`config.mk`:
```
export PLATFORM = sky130hd
export DESIGN_NAME = string_to_signed_integer
export DESIGN_NICKNAME = d
export VERILOG_FILES = /design/src/rtl/core/stsi_pkg.sv /design/src/rtl/core/stsi_parser.sv /design/src/rtl/core/stsi_out_buf.sv /design/src/rtl/core/string_to_signed_integer.sv
export SDC_FILE = /design/constraint.sdc
export NUM_CORES = 2
export LEC_CHECK = 0
export BUFFER_PORTS_ARGS = -buffer_cell sky130_fd_sc_hd__buf_2
export CAP_MARGIN = 40
export CORE_ASPECT_RATIO = 0.9
export CORE_MARGIN = 1
export CORE_UTILIZATION = 65
export DETAILED_ROUTE_END_ITERATION = 8
export GPL_TIMING_DRIVEN = 0
export HOLD_SLACK_MARGIN = 0.02
export PLACE_DENSITY = 0.86
export SYNTH_ARGS = -nofsm -noshare
export SYNTH_HDL_FRONTEND = slang
export SYNTH_SLANG_ARGS = --single-unit
```
`constraint.sdc`:
```
create_clock -name clk_i -period 11.45 [get_ports clk_i]
set_input_delay 1.145 -clock clk_i [delete_from_list [all_inputs] [get_ports clk_i]]
set_output_delay 1.145 -clock clk_i [all_outputs]
set_load 0.1 [all_outputs]
```
`src/rtl/core/stsi_pkg.sv`:
```
`default_nettype none
// ----------------------------------------------------------------------------
// stsi_pkg
// Types, constants and character helpers for the string to integer converter.
// ----------------------------------------------------------------------------
package stsi_pkg;

  localparam int INDEX_WIDTH = 16;
  localparam int MAG_WIDTH   = 64;
  localparam int PROD_WIDTH  = MAG_WIDTH + 6;
  localparam int END_WIDTH   = 16;

  localparam logic [1:0] STATUS_OK       = 2'd0;
  localparam logic [1:0] STATUS_OVERFLOW = 2'd1;
  localparam logic [1:0] STATUS_NO_DIGIT = 2'd2;
  localparam logic [1:0] STATUS_BAD_BASE = 2'd3;

  localparam logic [7:0] CH_ZERO  = 8'h30;
  localparam logic [7:0] CH_NINE  = 8'h39;
  localparam logic [7:0] CH_LO_A  = 8'h61;
  localparam logic [7:0] CH_LO_Z  = 8'h7A;
  localparam logic [7:0] CH_UP_A  = 8'h41;
  localparam logic [7:0] CH_UP_Z  = 8'h5A;
  localparam logic [7:0] CH_LO_X  = 8'h78;
  localparam logic [7:0] CH_UP_X  = 8'h58;
  localparam logic [7:0] CH_PLUS  = 8'h2B;
  localparam logic [7:0] CH_MINUS = 8'h2D;
  localparam logic [7:0] CH_SPACE = 8'h20;
  localparam logic [7:0] CH_TAB   = 8'h09;
  localparam logic [7:0] CH_CR    = 8'h0D;

  localparam logic [5:0] BASE_HEX = 6'd16;
  localparam logic [5:0] BASE_OCT = 6'd8;
  localparam logic [5:0] BASE_DEC = 6'd10;
  localparam logic [5:0] BASE_MAX = 6'd36;
  localparam logic [5:0] NOT_DIGIT = 6'd63;

  typedef struct packed {
    logic [7:0] char_in;
    logic       start_req;
    logic [5:0] radix;
  } stsi_in_t;

  typedef struct packed {
    logic signed [MAG_WIDTH-1:0] result_value;
    logic [END_WIDTH-1:0]        end_index;
    logic [1:0]                  status;
  } stsi_out_t;

  function automatic logic is_blank(input logic [7:0] c);
    return (c == CH_SPACE) || ((c >= CH_TAB) && (c <= CH_CR));
  endfunction

  // digit value, or a code no base reaches
  function automatic logic [5:0] digit_of(input logic [7:0] c);
    logic [7:0] v;
    v = 8'd0;
    if ((c >= CH_ZERO) && (c <= CH_NINE)) begin
      v = c - CH_ZERO;
    end else if ((c >= CH_LO_A) && (c <= CH_LO_Z)) begin
      v = c - CH_LO_A + 8'd10;
    end else if ((c >= CH_UP_A) && (c <= CH_UP_Z)) begin
      v = c - CH_UP_A + 8'd10;
    end else begin
      v = {2'b00, NOT_DIGIT};
    end
    return v[5:0];
  endfunction

  function automatic logic [INDEX_WIDTH-1:0] pos_inc(input logic [INDEX_WIDTH-1:0] p);
    return (p == {INDEX_WIDTH{1'b1}}) ? p : p + 1'b1;
  endfunction

  function automatic logic [END_WIDTH-1:0] sat_end(input logic [INDEX_WIDTH-1:0] p);
    logic [31:0] wide;
    wide = 32'(p);
    return (wide > 32'h0000_FFFF) ? {END_WIDTH{1'b1}} : wide[END_WIDTH-1:0];
  endfunction

endpackage
`default_nettype wire

```
`src/rtl/core/stsi_parser.sv`:
```
`default_nettype none
// ----------------------------------------------------------------------------
// stsi_parser
// Parse state register and the per-byte step: blanks, sign, prefix, digits.
// ----------------------------------------------------------------------------
module stsi_parser (
  input  wire logic               clk_i,
  input  wire logic               rst_ni,
  input  wire logic               accept_i,
  input  wire stsi_pkg::stsi_in_t item_i,
  output logic                    push_o,
  output stsi_pkg::stsi_out_t     result_o
);
  import stsi_pkg::*;

  typedef enum logic [2:0] {
    PH_IDLE,
    PH_SPACE,
    PH_SIGNED,
    PH_ZERO,
    PH_PREFIX,
    PH_DIGITS
  } phase_e;

  typedef struct packed {
    phase_e                 phase;
    logic                   negative;
    logic [5:0]             base;
    logic [MAG_WIDTH-1:0]   mag;
    logic [INDEX_WIDTH-1:0] pos;
    logic                   any_digit;
    logic                   ovf;
    logic [INDEX_WIDTH-1:0] fb_end;
  } pstate_t;

  localparam pstate_t PST_RESET = '{
    phase: PH_IDLE, negative: 1'b0, base: '0, mag: '0,
    pos: '0, any_digit: 1'b0, ovf: 1'b0, fb_end: '0
  };

  localparam logic [MAG_WIDTH-1:0] POS_LIMIT = {1'b0, {(MAG_WIDTH-1){1'b1}}};
  localparam logic [MAG_WIDTH-1:0] NEG_LIMIT = {1'b1, {(MAG_WIDTH-1){1'b0}}};

  pstate_t state_q, state_d;
  pstate_t s, n;
  logic [5:0] digit, td_base;
  logic [MAG_WIDTH-1:0] limit;
  logic [PROD_WIDTH-1:0] prod;
  logic bad_base, lead_zero, take, fin, push;
  stsi_out_t res;

  always_comb begin
    s = state_q;
    if (item_i.start_req) begin
      s = PST_RESET;
      s.base = item_i.radix;
      s.phase = PH_SPACE;
    end
  end

  // effective base of a digit taken in this phase
  always_comb begin
    case (s.phase)
      PH_SPACE, PH_SIGNED: td_base = (s.base == 6'd0) ? BASE_DEC : s.base;
      PH_ZERO:             td_base = (s.base == 6'd0) ? BASE_OCT : s.base;
      PH_PREFIX:           td_base = BASE_HEX;
      default:             td_base = s.base;
    endcase
  end

  assign digit = digit_of(item_i.char_in);
  assign limit = s.negative ? NEG_LIMIT : POS_LIMIT;
  // m*b + d > limit is the same test as m > (limit - d) / b
  assign prod  = PROD_WIDTH'(s.mag) * PROD_WIDTH'(td_base) + PROD_WIDTH'(digit);

  assign bad_base  = item_i.start_req &&
                     ((item_i.radix == 6'd1) || (item_i.radix > BASE_MAX));
  assign lead_zero = (item_i.char_in == CH_ZERO) &&
                     ((s.base == 6'd0) || (s.base == BASE_HEX));

  always_comb begin
    n    = s;
    take = 1'b0;
    fin  = 1'b0;
    push = 1'b0;
    res  = '0;
    if (bad_base) begin
      push       = 1'b1;
      res.status = STATUS_BAD_BASE;
      n.phase    = PH_IDLE;
    end else begin
      case (s.phase)
        PH_SPACE: begin
          if (is_blank(item_i.char_in)) begin
            n.pos = pos_inc(s.pos);
          end else if ((item_i.char_in == CH_MINUS) || (item_i.char_in == CH_PLUS)) begin
            n.negative = (item_i.char_in == CH_MINUS);
            n.phase    = PH_SIGNED;
            n.pos      = pos_inc(s.pos);
          end else if (lead_zero) begin
            n.any_digit = 1'b1;
            n.fb_end    = pos_inc(s.pos);
            n.phase     = PH_ZERO;
            n.pos       = pos_inc(s.pos);
          end else begin
            take = 1'b1;
          end
        end
        PH_SIGNED: begin
          if (lead_zero) begin
            n.any_digit = 1'b1;
            n.fb_end    = pos_inc(s.pos);
            n.phase     = PH_ZERO;
            n.pos       = pos_inc(s.pos);
          end else begin
            take = 1'b1;
          end
        end
        PH_ZERO: begin
          if ((item_i.char_in == CH_LO_X) || (item_i.char_in == CH_UP_X)) begin
            n.phase = PH_PREFIX;
            n.pos   = pos_inc(s.pos);
          end else begin
            take = 1'b1;
          end
        end
        PH_PREFIX: take = 1'b1;
        PH_DIGITS: take = 1'b1;
        PH_IDLE:   ;
        default:   ;
      endcase

      if (take) begin
        n.base = td_base;
        if ((digit >= td_base) || (td_base < 6'd2)) begin
          fin = 1'b1;
        end else begin
          if (!s.ovf) begin
            if (prod > PROD_WIDTH'(limit)) begin
              n.ovf = 1'b1;
              n.mag = limit;
            end else begin
              n.mag = prod[MAG_WIDTH-1:0];
            end
          end
          n.any_digit = 1'b1;
          n.fb_end    = pos_inc(s.pos);
          n.phase     = PH_DIGITS;
          n.pos       = pos_inc(s.pos);
        end
      end

      if (fin) begin
        push    = 1'b1;
        n.phase = PH_IDLE;
        if (s.ovf) begin
          res.result_value = limit;
          res.end_index    = sat_end(s.fb_end);
          res.status       = STATUS_OVERFLOW;
        end else if (!s.any_digit) begin
          res.status = STATUS_NO_DIGIT;
        end else begin
          res.result_value = s.negative ? MAG_WIDTH'(0) - s.mag : s.mag;
          res.end_index    = sat_end(s.fb_end);
          res.status       = STATUS_OK;
        end
      end
    end
  end

  assign state_d  = accept_i ? n : state_q;
  assign push_o   = accept_i && push;
  assign result_o = res;

  always_ff @(posedge clk_i or negedge rst_ni) begin
    if (!rst_ni) begin
      state_q <= PST_RESET;
    end else begin
      state_q <= state_d;
    end
  end

  // a bad base answers on the start byte itself
  a_bad_base_now: assert property (@(posedge clk_i) disable iff (!rst_ni)
    (accept_i && bad_base) |-> (push_o && (result_o.status == STATUS_BAD_BASE)))
    else $error("bad base item gave no result");

  // the accumulator never exceeds the limit of its sign
  a_mag_in_range: assert property (@(posedge clk_i) disable iff (!rst_ni)
    (state_q.phase == PH_DIGITS) |->
      (state_q.mag <= (state_q.negative ? NEG_LIMIT : POS_LIMIT)))
    else $error("accumulator above signed limit");

endmodule
`default_nettype wire

```
`src/rtl/core/stsi_out_buf.sv`:
```
`default_nettype none
// ----------------------------------------------------------------------------
// stsi_out_buf
// Two-entry result buffer: an output register backed by a skid register.
// ----------------------------------------------------------------------------
module stsi_out_buf (
  input  wire logic                clk_i,
  input  wire logic                rst_ni,
  input  wire logic                push_i,
  input  wire stsi_pkg::stsi_out_t push_data_i,
  output logic                     push_ready_o,
  output logic                     out_valid_o,
  input  wire logic                out_ready_i,
  output stsi_pkg::stsi_out_t      out_data_o
);
  import stsi_pkg::*;

  logic      main_valid_q, main_valid_d;
  logic      skid_valid_q, skid_valid_d;
  stsi_out_t main_q, main_d;
  stsi_out_t skid_q, skid_d;
  logic      pop;

  assign pop = main_valid_q && out_ready_i;

  always_comb begin
    main_valid_d = main_valid_q;
    skid_valid_d = skid_valid_q;
    main_d       = main_q;
    skid_d       = skid_q;
    if (skid_valid_q) begin
      if (pop) begin
        main_d       = skid_q;
        skid_valid_d = 1'b0;
      end
    end else if (push_i) begin
      if (!main_valid_q || pop) begin
        main_d       = push_data_i;
        main_valid_d = 1'b1;
      end else begin
        skid_d       = push_data_i;
        skid_valid_d = 1'b1;
      end
    end else if (pop) begin
      main_valid_d = 1'b0;
    end
  end

  always_ff @(posedge clk_i or negedge rst_ni) begin
    if (!rst_ni) begin
      main_valid_q <= 1'b0;
      skid_valid_q <= 1'b0;
    end else begin
      main_valid_q <= main_valid_d;
      skid_valid_q <= skid_valid_d;
    end
  end

  always_ff @(posedge clk_i) begin
    main_q <= main_d;
    skid_q <= skid_d;
  end

  assign push_ready_o = !skid_valid_q;
  assign out_valid_o  = main_valid_q;
  assign out_data_o   = main_q;

  a_skid_behind_main: assert property (@(posedge clk_i) disable iff (!rst_ni)
    skid_valid_q |-> main_valid_q)
    else $error("skid entry without output entry");

  a_no_push_when_full: assert property (@(posedge clk_i) disable iff (!rst_ni)
    push_i |-> !skid_valid_q)
    else $error("result pushed into full buffer");

  a_skid_drains: assert property (@(posedge clk_i) disable iff (!rst_ni)
    (skid_valid_q && out_ready_i) |=> (main_valid_q && !skid_valid_q))
    else $error("skid entry not moved up after pop");

endmodule
`default_nettype wire

```
`src/rtl/core/string_to_signed_integer.sv`:
```
`default_nettype none
// ----------------------------------------------------------------------------
// string_to_signed_integer
// Byte-stream strtoll-style converter with saturation, end index and status.
// ----------------------------------------------------------------------------
// Throughput: one byte per cycle while the result buffer's skid entry is free;
//   the accumulator multiply-add and its limit compare sit between the parse state register and the result buffer.
// A result is registered into the two-entry result buffer: its output register,
// or its skid register while a result waits there, which keeps bytes flowing.
// Reset: the parser returns to idle and the result buffer empties.
module string_to_signed_integer (
  input  wire logic                clk_i,
  input  wire logic                rst_ni,
  input  wire logic                in_valid_i,
  output logic                     in_ready_o,
  input  wire stsi_pkg::stsi_in_t  in_data_i,
  output logic                     out_valid_o,
  input  wire logic                out_ready_i,
  output stsi_pkg::stsi_out_t      out_data_o
);
  import stsi_pkg::*;

  logic      accept;
  logic      push;
  logic      push_ready;
  stsi_out_t result;

  assign in_ready_o = push_ready;
  assign accept     = in_valid_i && push_ready;

  stsi_parser u_parser (
    .clk_i    (clk_i),
    .rst_ni   (rst_ni),
    .accept_i (accept),
    .item_i   (in_data_i),
    .push_o   (push),
    .result_o (result)
  );

  stsi_out_buf u_out_buf (
    .clk_i        (clk_i),
    .rst_ni       (rst_ni),
    .push_i       (push),
    .push_data_i  (result),
    .push_ready_o (push_ready),
    .out_valid_o  (out_valid_o),
    .out_ready_i  (out_ready_i),
    .out_data_o   (out_data_o)
  );

endmodule
`default_nettype wire

```
==> impl_results.md <==
- Status: complete, no violations
- Kind of critical path: in2reg
- Die Span Y: approximately 200 um
- Worst path max stage delay: 0.67 ns
- Post-layout minimum cycle time: approximately 11 ns
- Cell area power density: about 220 nW/um^2
- Post-synthesis sequential area ratio: 0.259
- Proportion of register bits with asynchronous set or reset after synthesis: 0.401
- Most instantiated flip-flop cell in the synthesis netlist: edfxtp_1
- Routed wirelength normalized by instance count: ~23 um
- Worst relative slew slack: 0.276
- Drt drc: 0
- Synth Warn #: 0
- Compound-gate portion of the synthesized area: 0.161
- Global-route congestion overflow total: 0
- Proportion of layout cells with a drive suffix above 1: 0.0945
- VDD IR max: 0.000128 V
- Met1 Wirelength: around 36,000 um
- Final nets: between 4,000 and 5,000
- Top library cells by usage in the layout, fill and taps aside: nor2_1 (511), nand2_1 (429), fa_1 (252), a21oi_1 (249), ha_1 (227)
- Post-route clock skew: 0.0277 ns
- Number of DRC markers after the initial detailed-route iteration: 3,943
- Type of element launching the critical path: input pin
- Number of synthesized flops with an enable pin: 164
- Final weighted congestion in routability-driven placement: ~1.1
- Final Hold Violating Endpoints: 0
- Period utilization: 0.980
- R2r setup slk: a little over 0.7 ns
- Full die area: 46,400 um^2
- Clock insertion delay at the later pin of the skew report: approximately 0.57 ns
- Total routing resource utilization after global routing: 0.411
- Maximum count of clock buffers along a single path: 3
- Simple-gate share of the synthesized area: 0.204
- Post-route setup slack: approximately 0.23 ns
- Critical register-to-register path endpoint: u_parser.state_q[70]$_DFFE_PN0P_
- Mux contribution to synthesized area: 0.0251
- Post-synthesis share of cell area spent on full adders, half adders and majority gates: 0.266
- Clock tree from TritonCTS: yes
- Highest Signal Layer: met4
- CP arrival: between 10 and 15 ns
- Clock root buffer: clkbuf_16
- Die X-Extent: about 230 um
- WP buf/inv: 11
- H-tree levels: 1
- Maximum fanout along the worst path: 19
- Logic depth of the worst register-to-register path: 35
- CP delay by family, top: buffers and inverters
- Fill count: approximately 3,400
- Setup TNS: 0 ns
- Number of hold buffers added after CTS: 0
- Max Fclk: between 80 and 90 MHz
- Number of cells in the design after placement: a little over 4,000
- Largest family of logic cells by synthesized area: adder cells
- Met3 WL: 12,300 um
- Number of instances in the synthesized netlist: between 3,000 and 4,000
- Slowest cell on the critical path: clkbuf_1
- Via count of the first global-routing pass: approximately 26,000
- Total nets after synthesis: 3,887
- Post-Layout Cell Count: between 4,000 and 5,000
- Layout area overhead: 8.11%
- Boundary Pins: around 100
- First-pass GRT wire length: between 100,000 and 150,000 um
- Post-synthesis cell type count: 100
- Max-slew violation total from the final report: 0
- Post-placement worst setup slack: -1.24 ns
- Number of setup violations in the final report: 0
- Post-layout util: 0.718
- Cts bufs inserted: 26
- Initial antenna violation count: 1
- Number of max-cap violations: 0
- Total routed wirelength: 94,300 um
- Tightest hold margin: between 0.4 and 0.5 ns
- Path type of the worst min-delay path: in2async
- Post-CTS clock slew at the launch and capture registers of the worst setup and hold paths: ~0.07 ns
- Reg-to-reg critical path startpoint: u_parser.state_q[106]$_DFFE_PN0P_
- Detailed-routing iteration count for the pre-antenna-repair pass: 8
- Cell with the most instances on the worst path: buf_2
- Slew of the pin with the lowest slew margin: around 1.1 ns
- FP Rows: 73
- Clock Sink Count: approximately 270
- Initial core utilization: 0.664
- Worst setup startpoint: in_data_i[6]
- Number of antenna-violating nets in the routed design: 0
- Synthesized area: 29,600 um^2
- Routed length on met2: 40,500 um
- Type of destination of the critical path: flip-flop
- Largest net degree at the start of global routing: between 80 and 90
- Average instance area after synthesis: 8.73 um^2
- Number of antenna cells inserted: 0
- Required time at the worst-slack endpoint: around 12 ns
- Area of the core: between 40,000 and 50,000 um^2
- HPWL after detailed placement: 74,300 um
- Static leakage: approximately 15 nW
- Total vias in the final route: around 27,000
- RSZ-0062 raised after global routing: false
- FF+latch count, synth: 274
- Via-per-instance ratio: approximately 6.6
- Leading cell type in the layout, fill and taps excluded: nor2_1
- Area share of xor/xnor cells in the synthesized design: 0.0334
- Input/output buffers: 102
## synthesized netlist by cell type, types with 49 or more instances
cell,number,area [um^2]
dfrtp_1,110,2750
nor2_1,512,1920
o21ai_0,115,576
o31ai_1,49,368
nand3_1,54,270
edfxtp_1,164,4920
mux2_2,49,552
ha_1,227,2840
clkbuf_1,125,469
xnor2_1,67,587
inv_1,163,612
nand2_1,429,1610
o21ai_1,73,365
a21oi_1,251,1260
fa_1,252,5040
## area by class of cell
cell class	instances	area [um^2]	share of cell area
Tap cell	600	751	0.0235
Timing Repair Buffer	120	733	0.0229
Clock inverter	14	130	0.00407
Buffer	196	882	0.0276
Multi-Input combinational cell	2749	20500	0.640
Sequential cell	274	7680	0.240
Clock buffer	32	703	0.0220
Inverter	169	636	0.0199
## per-stage QoR
stage,power [mW],cell area [um^2]
2_1_floorplan,4.83,29600
5_1_grt,7.40,32000
3_3_place_gp,5.90,30900
4_1_cts,6.86,31900
3_5_place_dp,5.98,31100
6_report,7.02,32000
## kinds of logic after synthesis
logic type               Yosys count
multiplexers                      68
flip-flops                       274
buffers and inverters            366
AO/OA/AOI/OAI                    758
XOR/XNOR                         113
adder cells (fa/ha/maj)          479
AND/OR/NAND/NOR                 1331
## registers in the layout, indices dropped and copies added, names as in the netlist
signal and cells:
u_parser.state_q 108, u_out_buf.out_data_o 82, u_out_buf.skid_q 82, u_out_buf.out_valid_o 1, u_out_buf.skid_valid_q 1
## metal layers
metal,track usage,vias to the layer above
li1,-,12100
met1,0.562,13000
met2,0.613,1988
met3,0.101,356
met4,0.198,0
met5,0,-
## report_power, final
group | internal (mW) | switching [mW]
registers | 1.37 | 0.240
clock network | 0.464 | 0.393
logic | 1.24 | 3.32
total | 3.07 | 3.95
## worst max path at each step
stage | to | slack [ns] | cells after the start
2_1_floorplan | u_out_buf.skid_q[0]$_DFFE_PP_ | 0.84 | 19
3_3_place_gp | u_out_buf.skid_q[76]$_DFFE_PP_ | -3.35 | 20
5_1_grt | u_parser.state_q[55]$_DFFE_PN0P_ | 0.04 | 40
4_1_cts | u_parser.state_q[70]$_DFFE_PN0P_ | 0.09 | 38
6_report | u_parser.state_q[70]$_DFFE_PN0P_ | 0.23 | 37
3_5_place_dp | u_parser.state_q[77]$_DFFE_PN0P_ | -1.24 | 41
## repair_timing
| action | CTS | global route |
|---|---|---|
| pin swaps | 0 | 1 |
| resized for setup | 6 | 24 |
| endpoints found under the setup margin | 65 | 65 |
| endpoints found under the hold margin | 0 | 0 |
| buffers inserted | 0 | 2 |
Power figures use the tool's default switching activity.
